==> src/sv/kcl_pkg.sv <==
`default_nettype none

package kcl_pkg;

  // Fixed field widths of the channels.
  localparam int unsigned DIGIT_W  = 4;
  localparam int unsigned MASTER_W = 20;
  localparam int unsigned EVENT_W  = 3;
  localparam int unsigned MODE_W   = 2;
  localparam int unsigned FAIL_W   = 2;
  localparam int unsigned COUNT_W  = 3;

  // Master code after reset: every digit is one.
  localparam logic [MASTER_W-1:0] MASTER_RESET = 20'h11111;

  // Request kinds carried by req_type.
  localparam logic REQ_KEY    = 1'b0;
  localparam logic REQ_MASTER = 1'b1;

  // Lock mode, also the state of the controller.
  typedef enum logic [MODE_W-1:0] {
    MODE_NORMAL  = 2'd0,
    MODE_MASTER  = 2'd1,
    MODE_NEWCODE = 2'd2
  } mode_t;

  // Event reported with each result.
  typedef enum logic [EVENT_W-1:0] {
    EV_DIGIT        = 3'd0,
    EV_GRANTED      = 3'd1,
    EV_DENIED       = 3'd2,
    EV_LOCKOUT      = 3'd3,
    EV_MASTER_WRONG = 3'd4,
    EV_MASTER_OK    = 3'd5,
    EV_CHANGED      = 3'd6
  } event_t;

  // One input beat.
  typedef struct packed {
    logic               req_type;
    logic [DIGIT_W-1:0] key_digit;
  } req_t;

  // One result beat.
  typedef struct packed {
    event_t             event_code;
    logic               unlock;
    mode_t              lock_mode;
    logic [FAIL_W-1:0]  failures;
    logic [COUNT_W-1:0] digits_entered;
  } res_t;

endpackage

`default_nettype wire

==> src/sv/kcl_ifs.sv <==
`default_nettype none

// Key event channel.
interface kcl_in_if;
  logic       valid;
  logic       ready;
  logic       req_type;
  logic [3:0] key_digit;

  modport source (output valid, req_type, key_digit, input ready);
  modport sink   (input valid, req_type, key_digit, output ready);
endinterface

// Result channel.
interface kcl_out_if;
  logic       valid;
  logic       ready;
  logic [2:0] event_code;
  logic       unlock;
  logic [1:0] lock_mode;
  logic [1:0] failures;
  logic [2:0] digits_entered;

  modport source (output valid, event_code, unlock, lock_mode, failures, digits_entered,
                  input ready);
  modport sink   (input valid, event_code, unlock, lock_mode, failures, digits_entered,
                  output ready);
endinterface

// Master code write channel.
interface kcl_cfg_if;
  logic        valid;
  logic        ready;
  logic [19:0] master_code;

  modport source (output valid, master_code, input ready);
  modport sink   (input valid, master_code, output ready);
endinterface

`default_nettype wire

==> src/sv/kcl_lock_core.sv <==
`default_nettype none

module kcl_lock_core
  import kcl_pkg::*;
#(
  parameter int unsigned CODE_DIGITS = 5,
  parameter int unsigned MAX_FAILS   = 3
) (
  input  wire logic                clk,
  input  wire logic                rst_n,
  input  wire logic                step,
  input  wire req_t                beat,
  input  wire logic [MASTER_W-1:0] master_code,
  output res_t                     res
);

  localparam int unsigned PW = (CODE_DIGITS > 1) ? $clog2(CODE_DIGITS) : 1;
  localparam logic [PW-1:0] LAST_POS = PW'(CODE_DIGITS - 1);

  mode_t             mode_r, mode_nxt;
  logic [PW-1:0]     pos_r, pos_nxt;
  logic              mis_r, mis_nxt;
  logic [FAIL_W-1:0] fail_r, fail_nxt;
  logic [DIGIT_W-1:0] stored_r [CODE_DIGITS];

  logic               last;
  logic               mis_now;
  logic [2:0]         nib_idx;
  logic [31:0]        master_ext;
  logic [DIGIT_W-1:0] master_nib;
  logic [DIGIT_W-1:0] stored_nib;
  logic               store_en;
  event_t             ev;
  logic               unlock;

  // Digit of each code that lines up with the current entry position.
  assign master_ext = 32'(master_code);
  assign nib_idx    = 3'(CODE_DIGITS - 1) - 3'(pos_r);
  assign master_nib = master_ext[nib_idx*4 +: 4];
  assign stored_nib = stored_r[pos_r];
  assign last       = (pos_r == LAST_POS);

  // Next state and result for the beat in the input register.
  always_comb begin
    mode_nxt = mode_r;
    pos_nxt  = pos_r;
    mis_nxt  = mis_r;
    fail_nxt = fail_r;
    ev       = EV_DIGIT;
    unlock   = 1'b0;
    store_en = 1'b0;
    mis_now  = mis_r;
    if (beat.req_type == REQ_MASTER) begin
      pos_nxt  = '0;
      mis_nxt  = 1'b0;
      mode_nxt = MODE_MASTER;
    end else begin
      unique case (mode_r)
        MODE_NEWCODE: begin
          store_en = 1'b1;
          if (last) begin
            ev       = EV_CHANGED;
            mode_nxt = MODE_NORMAL;
            pos_nxt  = '0;
          end else begin
            pos_nxt = pos_r + 1'b1;
          end
        end
        MODE_MASTER: begin
          mis_now = mis_r | (beat.key_digit != master_nib);
          if (last) begin
            fail_nxt = '0;
            if (mis_now) begin
              ev = EV_MASTER_WRONG;
            end else begin
              ev       = EV_MASTER_OK;
              mode_nxt = MODE_NEWCODE;
            end
            mis_nxt = 1'b0;
            pos_nxt = '0;
          end else begin
            mis_nxt = mis_now;
            pos_nxt = pos_r + 1'b1;
          end
        end
        default: begin
          mis_now = mis_r | (beat.key_digit != stored_nib);
          if (last) begin
            if (!mis_now) begin
              ev       = EV_GRANTED;
              unlock   = 1'b1;
              fail_nxt = '0;
            end else if (({1'b0, fail_r} + 3'd1) >= 3'(MAX_FAILS)) begin
              ev       = EV_LOCKOUT;
              mode_nxt = MODE_MASTER;
            end else begin
              ev       = EV_DENIED;
              fail_nxt = fail_r + 1'b1;
            end
            mis_nxt = 1'b0;
            pos_nxt = '0;
          end else begin
            mis_nxt = mis_now;
            pos_nxt = pos_r + 1'b1;
          end
        end
      endcase
    end
  end

  assign res.event_code     = ev;
  assign res.unlock         = unlock;
  assign res.lock_mode      = mode_nxt;
  assign res.failures       = fail_nxt;
  assign res.digits_entered = COUNT_W'(pos_nxt);

  // Mode state register.
  always_ff @(posedge clk) begin
    if (!rst_n) begin
      mode_r <= MODE_NORMAL;
    end else if (step) begin
      mode_r <= mode_nxt;
    end
  end

  // Entry progress and failure count.
  always_ff @(posedge clk) begin
    if (!rst_n) begin
      pos_r  <= '0;
      mis_r  <= 1'b0;
      fail_r <= '0;
    end else if (step) begin
      pos_r  <= pos_nxt;
      mis_r  <= mis_nxt;
      fail_r <= fail_nxt;
    end
  end

  // Stored user code, one digit written per beat in new-code mode.
  always_ff @(posedge clk) begin
    if (!rst_n) begin
      for (int i = 0; i < int'(CODE_DIGITS); i++) begin
        stored_r[i] <= '0;
      end
    end else if (step && store_en) begin
      stored_r[pos_r] <= beat.key_digit;
    end
  end

  // The failure count never reaches the lockout threshold.
  a_fail_bound: assert property (@(posedge clk) disable iff (!rst_n)
    ({1'b0, fail_r} < 3'(MAX_FAILS)) || (fail_r == '0))
    else $error("failure count at or above lockout threshold");

  // The entry position stays inside the code.
  a_pos_bound: assert property (@(posedge clk) disable iff (!rst_n)
    pos_r <= LAST_POS)
    else $error("entry position beyond last digit");

  // An unlock only comes with a grant, which closes the entry.
  a_unlock_grant: assert property (@(posedge clk) disable iff (!rst_n)
    unlock |-> (ev == EV_GRANTED) && (pos_nxt == '0) && (fail_nxt == '0))
    else $error("unlock without a completed matching entry");

endmodule

`default_nettype wire

==> src/sv/keypad_code_lock_controller.sv <==
// Keypad code lock controller.
// in_ch carries one key event per beat: a decoded digit (req_type 0) or a
// master request (req_type 1). out_ch returns exactly one result beat per
// input beat, in order: event code, unlock flag, mode, failure count and
// digits collected so far. cfg_ch writes the 20-bit master code; it is
// always ready and should be written only while no item is in flight.
// An accepted beat lands in an input register; the lock logic evaluates it
// and loads the result into the output register once that register is free
// or being drained. Input and output registers form a two-stage pipeline
// and one beat is taken every cycle while out_ch.ready is high; the state
// update is a single compare and increment per beat.
// When the receiver stalls, the pending result holds in the output register
// and one more beat is taken into the input register, then in_ch.ready
// drops until the result drains.
// Synchronous active-low reset returns to normal mode with no digits
// entered, clears the failure count, zeroes the stored code and sets every
// digit of the master code to one.
`default_nettype none

module keypad_code_lock_controller
  import kcl_pkg::*;
#(
  parameter int unsigned CODE_DIGITS = 5,
  parameter int unsigned MAX_FAILS   = 3
) (
  input wire logic   clk,
  input wire logic   rst_n,
  kcl_in_if.sink     in_ch,
  kcl_out_if.source  out_ch,
  kcl_cfg_if.sink    cfg_ch
);

  logic                in_vld_r;
  req_t                in_beat_r;
  logic                out_vld_r;
  res_t                out_res_r;
  logic [MASTER_W-1:0] master_r;
  logic                step;
  res_t                core_res;
  req_t                in_beat;

  assign in_beat.req_type  = in_ch.req_type;
  assign in_beat.key_digit = in_ch.key_digit;

  // A beat advances when the output register is free or being drained.
  assign step        = in_vld_r && (!out_vld_r || out_ch.ready);
  assign in_ch.ready = !in_vld_r || step;
  assign cfg_ch.ready = 1'b1;

  // Master code register.
  always_ff @(posedge clk) begin
    if (!rst_n) begin
      master_r <= MASTER_RESET;
    end else if (cfg_ch.valid) begin
      master_r <= cfg_ch.master_code;
    end
  end

  // Input register.
  always_ff @(posedge clk) begin
    if (!rst_n) begin
      in_vld_r <= 1'b0;
    end else if (in_ch.ready) begin
      in_vld_r <= in_ch.valid;
    end
  end

  always_ff @(posedge clk) begin
    if (in_ch.valid && in_ch.ready) begin
      in_beat_r <= in_beat;
    end
  end

  kcl_lock_core #(
    .CODE_DIGITS (CODE_DIGITS),
    .MAX_FAILS   (MAX_FAILS)
  ) u_core (
    .clk         (clk),
    .rst_n       (rst_n),
    .step        (step),
    .beat        (in_beat_r),
    .master_code (master_r),
    .res         (core_res)
  );

  // Output register.
  always_ff @(posedge clk) begin
    if (!rst_n) begin
      out_vld_r <= 1'b0;
    end else if (step) begin
      out_vld_r <= 1'b1;
    end else if (out_ch.ready) begin
      out_vld_r <= 1'b0;
    end
  end

  always_ff @(posedge clk) begin
    if (step) begin
      out_res_r <= core_res;
    end
  end

  assign out_ch.valid          = out_vld_r;
  assign out_ch.event_code     = out_res_r.event_code;
  assign out_ch.unlock         = out_res_r.unlock;
  assign out_ch.lock_mode      = out_res_r.lock_mode;
  assign out_ch.failures       = out_res_r.failures;
  assign out_ch.digits_entered = out_res_r.digits_entered;

  // Every evaluated beat shows up as a result at the next edge.
  a_step_result: assert property (@(posedge clk) disable iff (!rst_n)
    step |=> out_vld_r)
    else $error("evaluated beat produced no result");

  // With both registers full and the receiver stalled, no beat is taken.
  a_full_stall: assert property (@(posedge clk) disable iff (!rst_n)
    (in_vld_r && out_vld_r && !out_ch.ready) |-> !in_ch.ready && !step)
    else $error("beat taken while pipeline full and stalled");

  // A stalled result stays valid and unchanged until it is taken.
  a_out_hold: assert property (@(posedge clk) disable iff (!rst_n)
    (out_vld_r && !out_ch.ready) |=> out_vld_r && $stable(out_res_r))
    else $error("result changed while the receiver stalled");

endmodule

`default_nettype wire
==> src/flat_wrapper.sv <==
// flat-port wrapper written by rule: the top's interface ports become plain ports
module keypad_code_lock_controller_flat import kcl_pkg::*;
#(
  parameter int unsigned CODE_DIGITS = 5,
  parameter int unsigned MAX_FAILS   = 3
)
  (clk, rst_n, in_ch_valid, in_ch_req_type, in_ch_key_digit, in_ch_ready, out_ch_valid, out_ch_event_code, out_ch_unlock, out_ch_lock_mode, out_ch_failures, out_ch_digits_entered, out_ch_ready, cfg_ch_valid, cfg_ch_master_code, cfg_ch_ready);
  kcl_in_if in_ch_i ();
  kcl_out_if out_ch_i ();
  kcl_cfg_if cfg_ch_i ();
  input wire logic clk;
  input wire logic rst_n;
  input wire logic [$bits(in_ch_i.valid)-1:0] in_ch_valid;
  input wire logic [$bits(in_ch_i.req_type)-1:0] in_ch_req_type;
  input wire logic [$bits(in_ch_i.key_digit)-1:0] in_ch_key_digit;
  output wire logic [$bits(in_ch_i.ready)-1:0] in_ch_ready;
  output wire logic [$bits(out_ch_i.valid)-1:0] out_ch_valid;
  output wire logic [$bits(out_ch_i.event_code)-1:0] out_ch_event_code;
  output wire logic [$bits(out_ch_i.unlock)-1:0] out_ch_unlock;
  output wire logic [$bits(out_ch_i.lock_mode)-1:0] out_ch_lock_mode;
  output wire logic [$bits(out_ch_i.failures)-1:0] out_ch_failures;
  output wire logic [$bits(out_ch_i.digits_entered)-1:0] out_ch_digits_entered;
  input wire logic [$bits(out_ch_i.ready)-1:0] out_ch_ready;
  input wire logic [$bits(cfg_ch_i.valid)-1:0] cfg_ch_valid;
  input wire logic [$bits(cfg_ch_i.master_code)-1:0] cfg_ch_master_code;
  output wire logic [$bits(cfg_ch_i.ready)-1:0] cfg_ch_ready;
  assign in_ch_i.valid = in_ch_valid;
  assign in_ch_i.req_type = in_ch_req_type;
  assign in_ch_i.key_digit = in_ch_key_digit;
  assign in_ch_ready = in_ch_i.ready;
  assign out_ch_valid = out_ch_i.valid;
  assign out_ch_event_code = out_ch_i.event_code;
  assign out_ch_unlock = out_ch_i.unlock;
  assign out_ch_lock_mode = out_ch_i.lock_mode;
  assign out_ch_failures = out_ch_i.failures;
  assign out_ch_digits_entered = out_ch_i.digits_entered;
  assign out_ch_i.ready = out_ch_ready;
  assign cfg_ch_i.valid = cfg_ch_valid;
  assign cfg_ch_i.master_code = cfg_ch_master_code;
  assign cfg_ch_ready = cfg_ch_i.ready;
  keypad_code_lock_controller #(.CODE_DIGITS(CODE_DIGITS), .MAX_FAILS(MAX_FAILS)) u_core (.clk(clk), .rst_n(rst_n), .in_ch(in_ch_i), .out_ch(out_ch_i), .cfg_ch(cfg_ch_i));
endmodule
==> config.mk <==
export PLATFORM = sky130hd
export DESIGN_NAME = keypad_code_lock_controller_flat
export DESIGN_NICKNAME = d
export VERILOG_FILES = /design/src/sv/kcl_pkg.sv /design/src/sv/kcl_ifs.sv /design/src/sv/kcl_lock_core.sv /design/src/sv/keypad_code_lock_controller.sv /design/src/flat_wrapper.sv
export SDC_FILE = /design/constraint.sdc
export NUM_CORES = 1
export LEC_CHECK = 0
export ABC_AREA = 1
export BUFFER_PORTS_ARGS = -buffer_cell sky130_fd_sc_hd__buf_4
export CAP_MARGIN = 20
export CORE_ASPECT_RATIO = 0.8
export CORE_MARGIN = 3
export CORE_UTILIZATION = 25
export CTS_CLUSTER_DIAMETER = 30
export DETAILED_ROUTE_END_ITERATION = 10
export SLEW_MARGIN = 10
export SYNTH_ARGS = -nofsm -noshare
export SYNTH_HDL_FRONTEND = slang
export SYNTH_SLANG_ARGS = --single-unit
==> constraint.sdc <==
create_clock -name clk -period 2.63 [get_ports clk]
set_input_delay 0.1315 -clock clk [delete_from_list [all_inputs] [get_ports clk]]
set_output_delay 0.1315 -clock clk [all_outputs]
set_load 0.1 [all_outputs]
### After elaboration in Yosys (flattened, before gate mapping)

Memories as Yosys holds them, arrays and structs flattened. A register that Yosys moved wholly into a read port is not among the register bits.
Cells that the tools add are included.

| word-level totals | value |
|---|---|
| bits of input ports | 30 |
| output and inout port bits | 14 |
| bits in registers | 46 |
| bits in writable memories | 20 |
| memories kept | 1 |

Memory list:

| memory | words | bits a word | rd ports | clocked after Yosys merged registers in | write ports | RTL line | source |
|---|---|---|---|---|---|---|---|
| u_core.u_core.stored_r | 5 | 4 | 1 | 1 | 5 | kcl_lock_core.sv:24 | `logic [DIGIT_W-1:0] stored_r [CODE_DIGITS];` |

| cells by class | value |
|---|---|
| equality and inequality tests | 6 |
| shift-type cells | 1 |
| order comparisons | 1 |
| reduce and logical (&&, ||, !) cells | 11 |
| $add $sub $neg | 4 |
| bitwise gates (word level) | 3 |
| multiplexer cells | 41 |

Operators with widths:

| operator | number |
|---|---|
| 32-bit by 6-bit variable part select with 4-bit output | 1 |
| 2-bit two-way mux | 14 |
| 3-bit two-way mux | 7 |
| 1-bit two-way mux | 15 |
| 4-bit inequality test | 2 |
| 2-bit case mux with 2 select lines | 2 |
| 4-bit OR reduction | 2 |
| 3-bit case mux with 2 select lines | 1 |
| 4-bit two-way mux | 1 |
| 2-bit by 1-bit adder with 3-bit output, second input constant | 1 |
| 3-bit by 1-bit adder with 3-bit output, second input constant | 1 |
| 3-bit equality test, second input constant | 1 |
| 3-bit by 2-bit >= comparator with 1-bit output, second input constant | 1 |
| 1-bit logical AND | 3 |
| 3-bit subtractor, first input constant | 1 |
| 2-bit by 1-bit adder with 2-bit output, second input constant | 1 |
| 2-bit by 1-bit equality test with 1-bit output, second input constant | 1 |
| 2-bit equality test, second input constant | 1 |
| 1-bit zero test | 2 |
| 1-bit logical OR | 2 |
| 2-bit by 1-bit inequality test with 1-bit output, second input constant | 1 |
| 1-bit OR | 2 |
| 1-bit case mux with 2 select lines | 1 |
| 2-bit AND reduction | 1 |
| other kinds (2) | 2 |

### Depth between registers and ports, before layout

Gate-level depths: netlist (run 1).

| depth | value |
|---|---|
| word-level depth | 9 |
| depth in mapped cells | 17 |

### Cells and area by module

A second synthesis (run 1) with hierarchy kept.

| second synthesis, totals | value |
|---|---|
| cell total of the unflattened synthesis | 478 |
| area, all modules | 4012.6 um^2 |

By module, submodules not included:

| module | instances | cells an instance | area an instance (um^2) | sequential area each (um^2) |
|---|---|---|---|---|
| kcl_lock_core | 1 | 360 | 2691.3 | 1181.1 |
| keypad_code_lock_controller | 1 | 118 | 1321.3 | 920.9 |

### Worst setup path before layout (run 1)

OpenSTA, ideal clock, no wires.

| timing path | value |
|---|---|
| kind | reg2reg |
| start point | register u_core.out_vld_r (netlist: u_core.out_ch.valid) |
| end point | register u_core.in_beat_r[0] (netlist name) (enable) |
| buffers on the path | 0 |
| period minus slack after synthesis | 2.689 ns |
| arrival | 2.422 ns |
| data required time | 2.364 ns |
| cell stages (with the launch flop) | 4 |
| setup time | 0.266 ns |
| slack | -0.059 ns |
| cell sequence | dfxtp_1 > nand3_1 > nand2_1 > inv_1 |

| between the ends | value |
|---|---|
| word-level cells in the longest chain between the ends | 5 |

Ends and longest elaborated chain:

| element | RTL line | source |
|---|---|---|
| start: declaration | keypad_code_lock_controller.sv:35 | `logic out_vld_r;` |
| start signal: assignment | keypad_code_lock_controller.sv:89 | `out_vld_r <= 1'b0;` |
| start signal: assignment | keypad_code_lock_controller.sv:91 | `out_vld_r <= 1'b1;` |
| start signal: assignment | keypad_code_lock_controller.sv:93 | `out_vld_r <= 1'b0;` |
| 1-bit zero test | keypad_code_lock_controller.sv:46 | `assign step = in_vld_r && (!out_vld_r \|\| out_ch.ready);` |
| 1-bit logical OR | keypad_code_lock_controller.sv:46 |  |
| 1-bit logical AND | keypad_code_lock_controller.sv:46 |  |
| 1-bit logical OR | keypad_code_lock_controller.sv:47 | `assign in_ch.ready = !in_vld_r \|\| step;` |
| via in_ch_ready | flat_wrapper.sv:16 | `output wire logic [$bits(in_ch_i.ready)-1:0] in_ch_ready;` |
| 1-bit logical AND | keypad_code_lock_controller.sv:69 | `if (in_ch.valid && in_ch.ready) begin` |
| end signal: assignment | keypad_code_lock_controller.sv:70 | `in_beat_r <= in_beat;` |
| end: declaration | keypad_code_lock_controller.sv:34 | `req_t in_beat_r;` |

The timed path passes the listed nets, and every way through them passes these cells.
A chain may end at the register's enable or synchronous reset.

==> results_dict.tcl, run 1 <==
set metrics [dict create \
    grt_util_met3_pct 3.38 \
    power_density_mw_per_mm2 669 \
    first_pass_iters 5 \
    endpoint_kind "flop" \
    clk_pin_slew_worst_paths_ps 60 \
    cap_viol_max_count 0 \
    timing.critical_path.arrival_ps 2390 \
    totalWireLength_um 8930 \
    netlist.top_cell.by_area "sky130_fd_sc_hd__edfxtp_1" \
    postSynthNetCount 490 \
    post_synth.cell_area_avg_sq_um 8.37 \
    place_hpwl_um 6560 \
    leakage_nw 1.97 \
    cts-buffers-inserted 9 \
    initial_utilization_pct 26.0 \
    report.final.hold_viol_count 0 \
    synth.top_cells.by_area "sky130_fd_sc_hd__edfxtp_1 38%, sky130_fd_sc_hd__dfxtp_1 17%, sky130_fd_sc_hd__nand2_1 11%" \
    type_of_origin_of_the_critical_path "flop" \
    final_antenna_net_count 0 \
    drt_iter0_markers 297 \
    final_core_util_pct 31.9 \
    post_synth_num_cell_types 30 \
    tritoncts_clock_tree "yes" \
    number_of_flops_mapped_to_enable_cells_by_yosys 48 \
    globalRouteMet2Util_pct 17.1 \
    vdd_ir_drop_max_mv 0.411 \
    post-cts-setup-buffer-count 0 \
    synth_area_sq_mm 0.00378 \
    tns_ps 0 \
    fp.coreArea_sq_mm 0.0145 \
    synth_top_area_share_pct 38.1 \
    route.vias.total 3120 \
    synth-seq-area-share_pct 55.6 \
    finalCritPeriodShare_pct 87.1 \
    maximum_number_of_pins_on_one_net_before_global_route_repair 30 \
    count_of_mapped_cells_out_of_synthesis 452 \
    antenna_found_initial 0 \
    relSlewSlack_pct 61.8 \
    top_level_ports 44 \
    drt-vias-per-instance 4.53 \
    max_clock_freq_mhz 437 \
    gp_congestion 0.895 \
    grt-ovfl-total 0 \
    worstSkewPairLatency_ps 330 \
    fin_nets 538 \
    finalClockSkew_ps 4.33 \
    post_route_drc 0 \
    timing_max_transition_violations_final 0 \
    worst_slew_pin_slew_ps 573 \
    clock_tree.buffer_depth 2 \
    report.final.setup_viol 0 \
    synth-async-reset-ratio_pct 0 \
    first_global_vias 3071 \
    flip_flop_and_latch_count_after_synthesis 81 \
    grtUsageTotal_pct 11.2 \
    global_route.peak_usage_layer "met2" \
    crit_fanout 5 \
    fp.dieW_um 143 \
    ys_top_cells_by_count "107 x sky130_fd_sc_hd__nand2_1, 92 x sky130_fd_sc_hd__nor2_1, 48 x sky130_fd_sc_hd__edfxtp_1" \
    synth-main-ff-cell "sky130_fd_sc_hd__edfxtp_1" \
    worst_setup_path_type "flop to flop" \
    cell_at_the_root_of_the_clock_tree "sky130_fd_sc_hd__clkbuf_16" \
    worst_hold_path_type "input port to flop" \
    cts_sinks 81 \
    floorplan.die_area_sq_mm 0.0166 \
    yosysWarnings 0 \
    rsz_0062_raised_after_global_routing "no" \
    cts.htree.levels 3 \
    post-synth-top-count-cell "sky130_fd_sc_hd__nand2_1" \
    postLayoutSetupSlackWorst_ps 339 \
    post-place-ws_ps 237 \
    drive_gt1_share_pct 15.0 \
    required_time_of_the_worst_setup_path_ps 2730 \
    drt-wirelength-per-cell_um 13.0 \
    final_period_minus_worst_setup_slack_ps 2290 \
    globalRouteMet1Util_pct 15.3 \
    core.rowCount 39 \
    grt_first_pass_wirelength_um 14800 \
    port-buffer-count 42 \
    dieHeight_um 116 \
    antenna_cells 0 \
    run_status "finished clean" \
    flow.area_growth_from_synthesis_pct 22.7 \
]
[cells in the final DEF, fill, tap and decap left out]
| cell | synthesis | layout |
|---|---|---|
| sky130_fd_sc_hd__o211ai_1 | 1 | 1 |
| sky130_fd_sc_hd__nor2_2 | 3 | 3 |
| sky130_fd_sc_hd__nor4_4 | 1 | 1 |
| sky130_fd_sc_hd__clkinv_1 | 2 | 2 |
| sky130_fd_sc_hd__clkinvlp_4 | 0 | 4 |
| sky130_fd_sc_hd__o31ai_1 | 1 | 1 |
| sky130_fd_sc_hd__conb_1 | 1 | 1 |
| sky130_fd_sc_hd__nor3_1 | 5 | 4 |
| sky130_fd_sc_hd__clkbuf_16 | 0 | 9 |
| sky130_fd_sc_hd__o21ai_2 | 1 | 1 |
| sky130_fd_sc_hd__inv_2 | 1 | 1 |
| sky130_fd_sc_hd__edfxtp_1 | 48 | 48 |
| sky130_fd_sc_hd__inv_1 | 38 | 38 |
| sky130_fd_sc_hd__bufinv_16 | 0 | 1 |
| sky130_fd_sc_hd__clkinv_4 | 0 | 1 |
| sky130_fd_sc_hd__and3_1 | 1 | 1 |
| sky130_fd_sc_hd__a31oi_1 | 2 | 2 |
| sky130_fd_sc_hd__a21oi_2 | 1 | 1 |
| sky130_fd_sc_hd__or2_4 | 1 | 1 |
| sky130_fd_sc_hd__o21ai_0 | 24 | 24 |
| sky130_fd_sc_hd__nand3_1 | 37 | 36 |
| sky130_fd_sc_hd__nand4_1 | 2 | 2 |
| sky130_fd_sc_hd__nand2_1 | 107 | 107 |
| sky130_fd_sc_hd__nand2_2 | 1 | 1 |
| sky130_fd_sc_hd__ha_1 | 8 | 8 |
| sky130_fd_sc_hd__nor3_2 | 0 | 1 |
| sky130_fd_sc_hd__o21ai_1 | 11 | 11 |
| sky130_fd_sc_hd__nor2_1 | 92 | 92 |
| sky130_fd_sc_hd__a21oi_1 | 12 | 12 |
| sky130_fd_sc_hd__dfxtp_1 | 33 | 33 |
| sky130_fd_sc_hd__buf_4 | 1 | 48 |
| sky130_fd_sc_hd__nand3_2 | 2 | 3 |
| sky130_fd_sc_hd__clkbuf_1 | 9 | 1 |
| sky130_fd_sc_hd__dlygate4sd3_1 | 0 | 5 |
[stage by stage]
stage          instance area (sq um)  hold WS [ps]  power (mW)  cells
2_1_floorplan                   3790           230        1.77    452
3_3_place_gp                    4290           317        1.88    668
3_5_place_dp                    4290           316        1.89    668
4_1_cts                         4630          5.22        3.13    689
5_1_grt                         4640          13.7        3.25    689
6_report                        4640          11.7        3.10    689
[metal layers]
metal  vias up  wire length (um)
li1       1566                 -
met1      1451              4310
met2        96              4010
met3         7               542
met4         0                68
met5         -                 0
[registers in the layout, indices dropped and copies added, names as in the netlist, named ones only]
name                          count
u_core.u_core.mode_r              2
u_core.u_core.fail_r              2
u_core.out_ch.lock_mode           2
u_core.out_ch.digits_entered      3
u_core.out_ch.unlock              1
u_core.u_core.mis_r               1
u_core.in_beat_r                  5
u_core.u_core.stored_r           32
u_core.out_ch.event_code          3
u_core.u_core.pos_r               3
u_core.in_vld_r                   1
u_core.master_r                  20
u_core.out_ch.valid               1
u_core.out_ch.failures            2
[cell families after synthesis]
kind of cell	synth area share [%]
AND/OR/NAND/NOR	27.8
AO/OA/AOI/OAI	7.41
buffers and inverters	6.45
flip-flops	55.6
other	0.0992
adder cells (fa/ha/maj)	2.65
[area by class of cell]
type / count / area, sq um
inverters: 41 / 154
well taps: 184 / 230
flip-flops and latches: 81 / 2100
fillers: 1518 / 9900
clock inverters: 6 / 68.8
multi-input cells: 314 / 1450
repair buffers: 53 / 410
clock buffers: 10 / 229
[worst max-delay path: stages (launching register included)]
cell,delay (ps)
sky130_fd_sc_hd__dfxtp_1,370
sky130_fd_sc_hd__inv_1,120
sky130_fd_sc_hd__ha_1,220
sky130_fd_sc_hd__ha_1,270
sky130_fd_sc_hd__inv_1,80
sky130_fd_sc_hd__nor3_2,210
sky130_fd_sc_hd__nand2_1,80
sky130_fd_sc_hd__nand2_1,110
sky130_fd_sc_hd__nor2_1,60
sky130_fd_sc_hd__nor2_1,150
sky130_fd_sc_hd__nand4_1,140
sky130_fd_sc_hd__nand3_1,90
sky130_fd_sc_hd__nand2_1,50
sky130_fd_sc_hd__nand2_1,70
sky130_fd_sc_hd__inv_1,40
[path summary, 6_finish.rpt]
kind,start,cells after the start,to,slack (ps)
setup / recovery,u_core.u_core.pos_r[1],14,u_core.out_ch.lock_mode[0],340
hold / removal,cfg_ch_master_code[8],3,u_core.master_r[8],10
setup reg to reg,u_core.u_core.pos_r[1],14,u_core.out_ch.lock_mode[0],340
hold reg to reg,u_core.master_r[4],2,u_core.master_r[4],460
[power by group]
group          switching [mW]  internal [mW]  leakage [nW]  total [mW]
clock                   0.496          0.736         0.131        1.23
combinational           0.290          0.139          1.10       0.429
sequential             0.0398           1.40         0.742        1.44
total                   0.826           2.28          1.97        3.10
[timing repair]
item	4_1_cts	5_1_grt
gates resized for setup	0	1
hold endpoints to repair	5	0
setup endpoints to repair	0	1
hold buffers	5	0
No activity file was read; power rests on OpenSTA's default activity.
==> run 2: changes to the inputs <==
--- a/config.mk
+++ b/config.mk
@@ -6,7 +6,7 @@
 export NUM_CORES = 1
 export LEC_CHECK = 0
 export ABC_AREA = 1
-export BUFFER_PORTS_ARGS = -buffer_cell sky130_fd_sc_hd__buf_4
+export BUFFER_PORTS_ARGS = -buffer_cell sky130_fd_sc_hd__buf_2
 export CAP_MARGIN = 20
 export CORE_ASPECT_RATIO = 0.8
 export CORE_MARGIN = 3
==> run 2 against run 1 <==
  * Cell count rose by 0.44%
  * Die area stayed put
  * Clock power grew 11%
  * Combinational power down 2%
  * Core utilization shrank 0.42 points
  * Sequential share of layout area grew 0.61 points
  * Via count increased by 1.5%
  * Routed wire length increased by 4.5%
  * Cell area down 1.3%
  * Flip-flop and latch count unchanged
  * Clock-buffer cell count unchanged
==> results_dict.tcl, run 2 (same netlist as run 1, synthesis figures left out) <==
set metrics [dict create \
    run_status "finished clean" \
    cp_top_family "simple AND/OR/NAND/NOR gates" \
    worst_path_largest_cell_delay_ps 370 \
    antenna_found_initial 0 \
    route.vias.total 3167 \
    cpMostUsedCell "sky130_fd_sc_hd__nand2_1" \
    layout_top_registers "u_core.u_core.stored_r x32, u_core.master_r x20, u_core.in_beat_r x5" \
    fill_cells 1527 \
    grt_first_pass_wirelength_um 14900 \
    final_antenna_net_count 0 \
    initial_utilization_pct 26.0 \
    type_of_origin_of_the_critical_path "flop" \
    cts-buffers-inserted 9 \
    finalCritPeriodShare_pct 89.6 \
    cts_sinks 81 \
    rsz_0062_raised_after_global_routing "no" \
    maximum_number_of_pins_on_one_net_before_global_route_repair 29 \
    worst_hold_path_type "input port to flop" \
    timing.critical_path.arrival_ps 2460 \
    flow.area_growth_from_synthesis_pct 21.1 \
    first_global_vias 3069 \
    cap_viol_max_count 0 \
    endpoint_kind "flop" \
    worstSkewPairLatency_ps 340 \
    crit_fanout 5 \
    timing.critical_path.slowest_stage_cell "sky130_fd_sc_hd__dfxtp_1" \
    crit_chain "inv_1 > ha_1 > ha_1 > inv_1 > nor3_2 > nand2_1 > nand3_1 > nand2_1 > nor2_1 > nand4_1 > nand3_1 > nand2_1 > nand2_1 > inv_1" \
    layout_commonest_cell "sky130_fd_sc_hd__nand2_1" \
    worst_setup_path_type "flop to flop" \
    fp.coreArea_sq_mm 0.0145 \
    dieHeight_um 116 \
    clock_tree.buffer_depth 2 \
    place_hpwl_um 6720 \
    floorplan.die_area_sq_mm 0.0166 \
    leading_cell_types_in_the_layout_fill_and_taps_excluded "107 x sky130_fd_sc_hd__nand2_1, 92 x sky130_fd_sc_hd__nor2_1, 48 x sky130_fd_sc_hd__edfxtp_1, 42 x sky130_fd_sc_hd__buf_2, 38 x sky130_fd_sc_hd__inv_1" \
    post-cts-setup-buffer-count 0 \
    worst_slew_pin_slew_ps 601 \
    power_density_mw_per_mm2 703 \
    drt_iter0_markers 289 \
    timing_max_transition_violations_final 0 \
    tritoncts_clock_tree "yes" \
    vdd_ir_drop_max_mv 0.305 \
    top_level_ports 44 \
    first_pass_iters 5 \
    finalClockSkew_ps 7.89 \
    cell_at_the_root_of_the_clock_tree "sky130_fd_sc_hd__clkbuf_16" \
    leakage_nw 1.98 \
    core.rowCount 39 \
    final_period_minus_worst_setup_slack_ps 2360 \
    gp_congestion 0.939 \
    grtUsageTotal_pct 11.3 \
    registers.top_by_ff_count "u_core.u_core.stored_r" \
    cts.htree.levels 3 \
    grt-ovfl-total 0 \
    fin_nets 541 \
    tns_ps 0 \
    drt-wirelength-per-cell_um 13.5 \
    max_clock_freq_mhz 424 \
    critPathBufInv 3 \
    relSlewSlack_pct 59.9 \
    clk_pin_slew_worst_paths_ps 60 \
    totalWireLength_um 9340 \
    port-buffer-count 42 \
    required_time_of_the_worst_setup_path_ps 2730 \
    drt-vias-per-instance 4.58 \
    report.final.hold_viol_count 0 \
    final_core_util_pct 31.5 \
    post_route_drc 0 \
    largest_reg_flops 32 \
    antenna_cells 0 \
    drive_gt1_share_pct 15.6 \
    report.final.setup_viol 0 \
    fp.dieW_um 143 \
]
run 2: through the flow:
step,setup WS [ps],instance area (sq um),total power [mW],hold slack (ps),cells
6_report,273,4580,3.22,11.7,692
4_1_cts,197,4570,3.22,3.23,692
3_5_place_dp,218,4200,1.88,315,671
5_1_grt,115,4580,3.33,9.27,692
3_3_place_gp,322,4200,1.86,317,671
2_1_floorplan,304,3790,1.77,230,452
run 2: final cells by class:
class,instances,area [sq um],share of cell area (%)
sequential,81,2100,45.9
multi-input combinational,314,1450,31.6
timing repair buffer,56,328,7.16
tap,184,230,5.03
clock buffer,10,229,5.00
inverter,41,154,3.36
clock inverter,6,90.1,1.97
run 2: tightest hold or removal path: cells and delay by family:
| family | cells | cell delay (ps) |
|---|---|---|
| and+or+nand+nor | 2 | 100 |
| buffers and inverters | 1 | 70 |
run 2: final timing paths:
check / from / end / slack, ps / cells past startpoint
setup reg to reg: u_core.u_core.pos_r[1] / u_core.out_ch.lock_mode[0] / 270 / 14
hold / removal: cfg_ch_master_code[4] / u_core.master_r[4] / 10 / 3
hold reg to reg: u_core.master_r[4] / u_core.master_r[4] / 460 / 2
setup / recovery: u_core.u_core.pos_r[1] / u_core.out_ch.lock_mode[0] / 270 / 14
run 2: power breakdown:
part,internal (mW),switching (mW)
Clock,0.837,0.519
Combinational,0.125,0.298
Sequential,1.40,0.0381
Total,2.36,0.855
run 2: per-layer routing:
layer | track usage [%] | up-vias | wire [um]
met4 | 4.14 | 0 | 171
li1 | - | 1570 | -
met1 | 15.6 | 1466 | 4460
met3 | 2.93 | 22 | 585
met2 | 17.0 | 109 | 4120
met5 | 0 | - | 0
run 2: what timing repair did:
item / 4_1_cts / 5_1_grt
hold buffers: 5 / 0
endpoints found under the setup margin: 0 / 2
gates resized for setup: 0 / 1
hold endpoints to repair: 5 / 0
==> run 3: changes to the inputs <==
==> constraint.sdc (replaced) <==
create_clock -name clk -period 2.5 [get_ports clk]
set_input_delay 0.125 -clock clk [delete_from_list [all_inputs] [get_ports clk]]
set_output_delay 0.125 -clock clk [all_outputs]
set_load 0.1 [all_outputs]
==> run 3 against run 2 <==
  * Sequential power grew 5%
  * Hold slack lost 5.9 ps
  * Non-clock buffer count grew 3
  * Register-to-register slack lost 60 ps
  * Cell area grew 0.25%
  * Global-route usage grew 0.19 points
  * Flip-flop and latch count is the same
  * Fmax grew 3.2%
  * Cell count grew 0.43%
  * Power grew 1.3%
  * Clock skew grew 0.56 ps
  * Critical path depth is the same
==> results_dict.tcl, run 3 (same netlist as run 1, synthesis figures left out) <==
set metrics [dict create \
    report.final.setup_viol 0 \
    fp.coreArea_sq_mm 0.0145 \
    vdd_ir_drop_max_mv 0.370 \
    port-buffer-count 42 \
    rr_startpoint "u_core.u_core.pos_r[1]" \
    first_pass_iters 4 \
    power_density_mw_per_mm2 711 \
    cts.htree.levels 3 \
    worstSkewPairLatency_ps 340 \
    leakage_nw 1.98 \
    largest_reg_flops 32 \
    clk_pin_slew_worst_paths_ps 60 \
    rsz_0062_raised_after_global_routing "no" \
    maximum_number_of_pins_on_one_net_before_global_route_repair 29 \
    final_core_util_pct 31.6 \
    cts-buffers-inserted 9 \
    drt-vias-per-instance 4.44 \
    r2r_cells 14 \
    hold_start "cfg_ch_master_code[0]" \
    route.vias.total 3087 \
    drt-wirelength-per-cell_um 12.9 \
    top_level_ports 44 \
    cell_at_the_root_of_the_clock_tree "sky130_fd_sc_hd__clkbuf_16" \
    max_clock_freq_mhz 438 \
    layout_commonest_cell "sky130_fd_sc_hd__nand2_1" \
    worst_hold_path_type "input port to flop" \
    grtUsageTotal_pct 11.5 \
    layout_top_registers "u_core.u_core.stored_r x32, u_core.master_r x20, u_core.in_beat_r x5" \
    worst_hold_path.num_cells 3 \
    crit_fanout 5 \
    dieHeight_um 116 \
    drt_iter0_markers 221 \
    flow.area_growth_from_synthesis_pct 21.4 \
    type_of_origin_of_the_critical_path "flop" \
    gp_congestion 0.842 \
    final_antenna_net_count 0 \
    worst_slew_pin_slew_ps 593 \
    finalClockSkew_ps 8.45 \
    finalCritPeriodShare_pct 91.3 \
    totalWireLength_um 8970 \
    tns_ps 0 \
    cts_sinks 81 \
    registers.top_by_ff_count "u_core.u_core.stored_r" \
    antenna_cells 0 \
    timing.critical_path.arrival_ps 2380 \
    initial_utilization_pct 26.0 \
    leading_cell_types_in_the_layout_fill_and_taps_excluded "107 x sky130_fd_sc_hd__nand2_1, 92 x sky130_fd_sc_hd__nor2_1, 48 x sky130_fd_sc_hd__edfxtp_1, 42 x sky130_fd_sc_hd__buf_2, 37 x sky130_fd_sc_hd__inv_1" \
    drive_gt1_share_pct 15.7 \
    reg2reg_setup_slack_ps 220 \
    floorplan.die_area_sq_mm 0.0166 \
    relSlewSlack_pct 60.4 \
    tritoncts_clock_tree "yes" \
    numPlacedInstances 672 \
    fp.dieW_um 143 \
    endpoint_kind "flop" \
    run_status "finished clean" \
    fin_nets 544 \
    grt-ovfl-total 0 \
    final_cells 695 \
    clock_tree.buffer_depth 2 \
    worst_setup_path_type "flop to flop" \
    first_global_vias 3070 \
    hold-path-endpoint "u_core.master_r[0]" \
    required_time_of_the_worst_setup_path_ps 2600 \
    core.rowCount 39 \
    timing_max_transition_violations_final 0 \
    rr_endpoint "u_core.out_ch.lock_mode[0]" \
    cap_viol_max_count 0 \
    final_period_minus_worst_setup_slack_ps 2280 \
    report.final.hold_viol_count 0 \
    grt_first_pass_wirelength_um 15100 \
    antenna_found_initial 0 \
    place_hpwl_um 6610 \
    post_route_drc 0 \
]
-- run 3: worst max-delay path by stage --
stage	startpoint	to	slack, ps	cells past startpoint
finish	u_core.u_core.pos_r[1]	u_core.out_ch.lock_mode[0]	220	14
global placement	u_core.u_core.pos_r[1]	u_core.out_ch.lock_mode[0]	200	14
detailed placement	u_core.u_core.pos_r[1]	u_core.out_ch.lock_mode[0]	110	14
CTS	u_core.u_core.pos_r[1]	u_core.out_ch.lock_mode[0]	100	14
global route	u_core.u_core.pos_r[1]	u_core.out_ch.lock_mode[0]	30	14
floorplan	u_core.out_ch.valid	u_core.in_beat_r[0]	170	3
-- run 3: cell type report --
class / count / area [sq um]
flip-flops and latches: 81 / 2100
well taps: 184 / 230
clock buffers: 10 / 229
repair buffers: 59 / 355
fillers: 1527 / 9950
clock inverters: 6 / 67.6
inverters: 41 / 154
multi-input cells: 314 / 1450
-- run 3: stage by stage --
| stage | hold slack, ps | worst slack (ps) | power (mW) | cell area [sq um] |
|---|---|---|---|---|
| global route | 6.55 | 26.1 | 3.41 | 4590 |
| detailed placement | 306 | 110 | 1.97 | 4210 |
| CTS | 1.97 | 95.8 | 3.28 | 4580 |
| finish | 5.76 | 217 | 3.26 | 4590 |
| floorplan | 224 | 174 | 1.86 | 3790 |
| global placement | 311 | 195 | 1.96 | 4210 |
-- run 3: worst max-delay path, cell delays in order (launching register included) --
cell	delay, ps
sky130_fd_sc_hd__dfxtp_1	370
sky130_fd_sc_hd__inv_1	120
sky130_fd_sc_hd__ha_1	210
sky130_fd_sc_hd__ha_1	260
sky130_fd_sc_hd__inv_1	100
sky130_fd_sc_hd__nor3_4	180
sky130_fd_sc_hd__inv_1	80
sky130_fd_sc_hd__o21ai_0	170
sky130_fd_sc_hd__nand2_1	70
sky130_fd_sc_hd__nand2_1	80
sky130_fd_sc_hd__nand4_1	140
sky130_fd_sc_hd__nand3_1	100
sky130_fd_sc_hd__nand2_1	50
sky130_fd_sc_hd__nand2_1	70
sky130_fd_sc_hd__inv_1	40
-- run 3: what timing repair did --
action,in CTS,in global routing
resized for setup,0,3
setup endpoints to repair,0,5
buffers inserted,0,0
hold buffers,7,0
hold endpoints to repair,7,0
-- run 3: report_power, final --
group	switching, mW	total (mW)	internal (mW)
Combinational	0.315	0.451	0.136
Sequential	0.0336	1.51	1.47
Clock	0.526	1.30	0.777
Total	0.875	3.26	2.39
-- run 3: metal layers --
layer / GRT usage [%] / wire length [um] / up-vias
met2: 17.3 / 3970 / 73
met1: 16.0 / 4440 / 1424
met4: 2.89 / 100 / 0
met5: 0 / 0 / -
met3: 3.71 / 458 / 11
li1: - / - / 1579
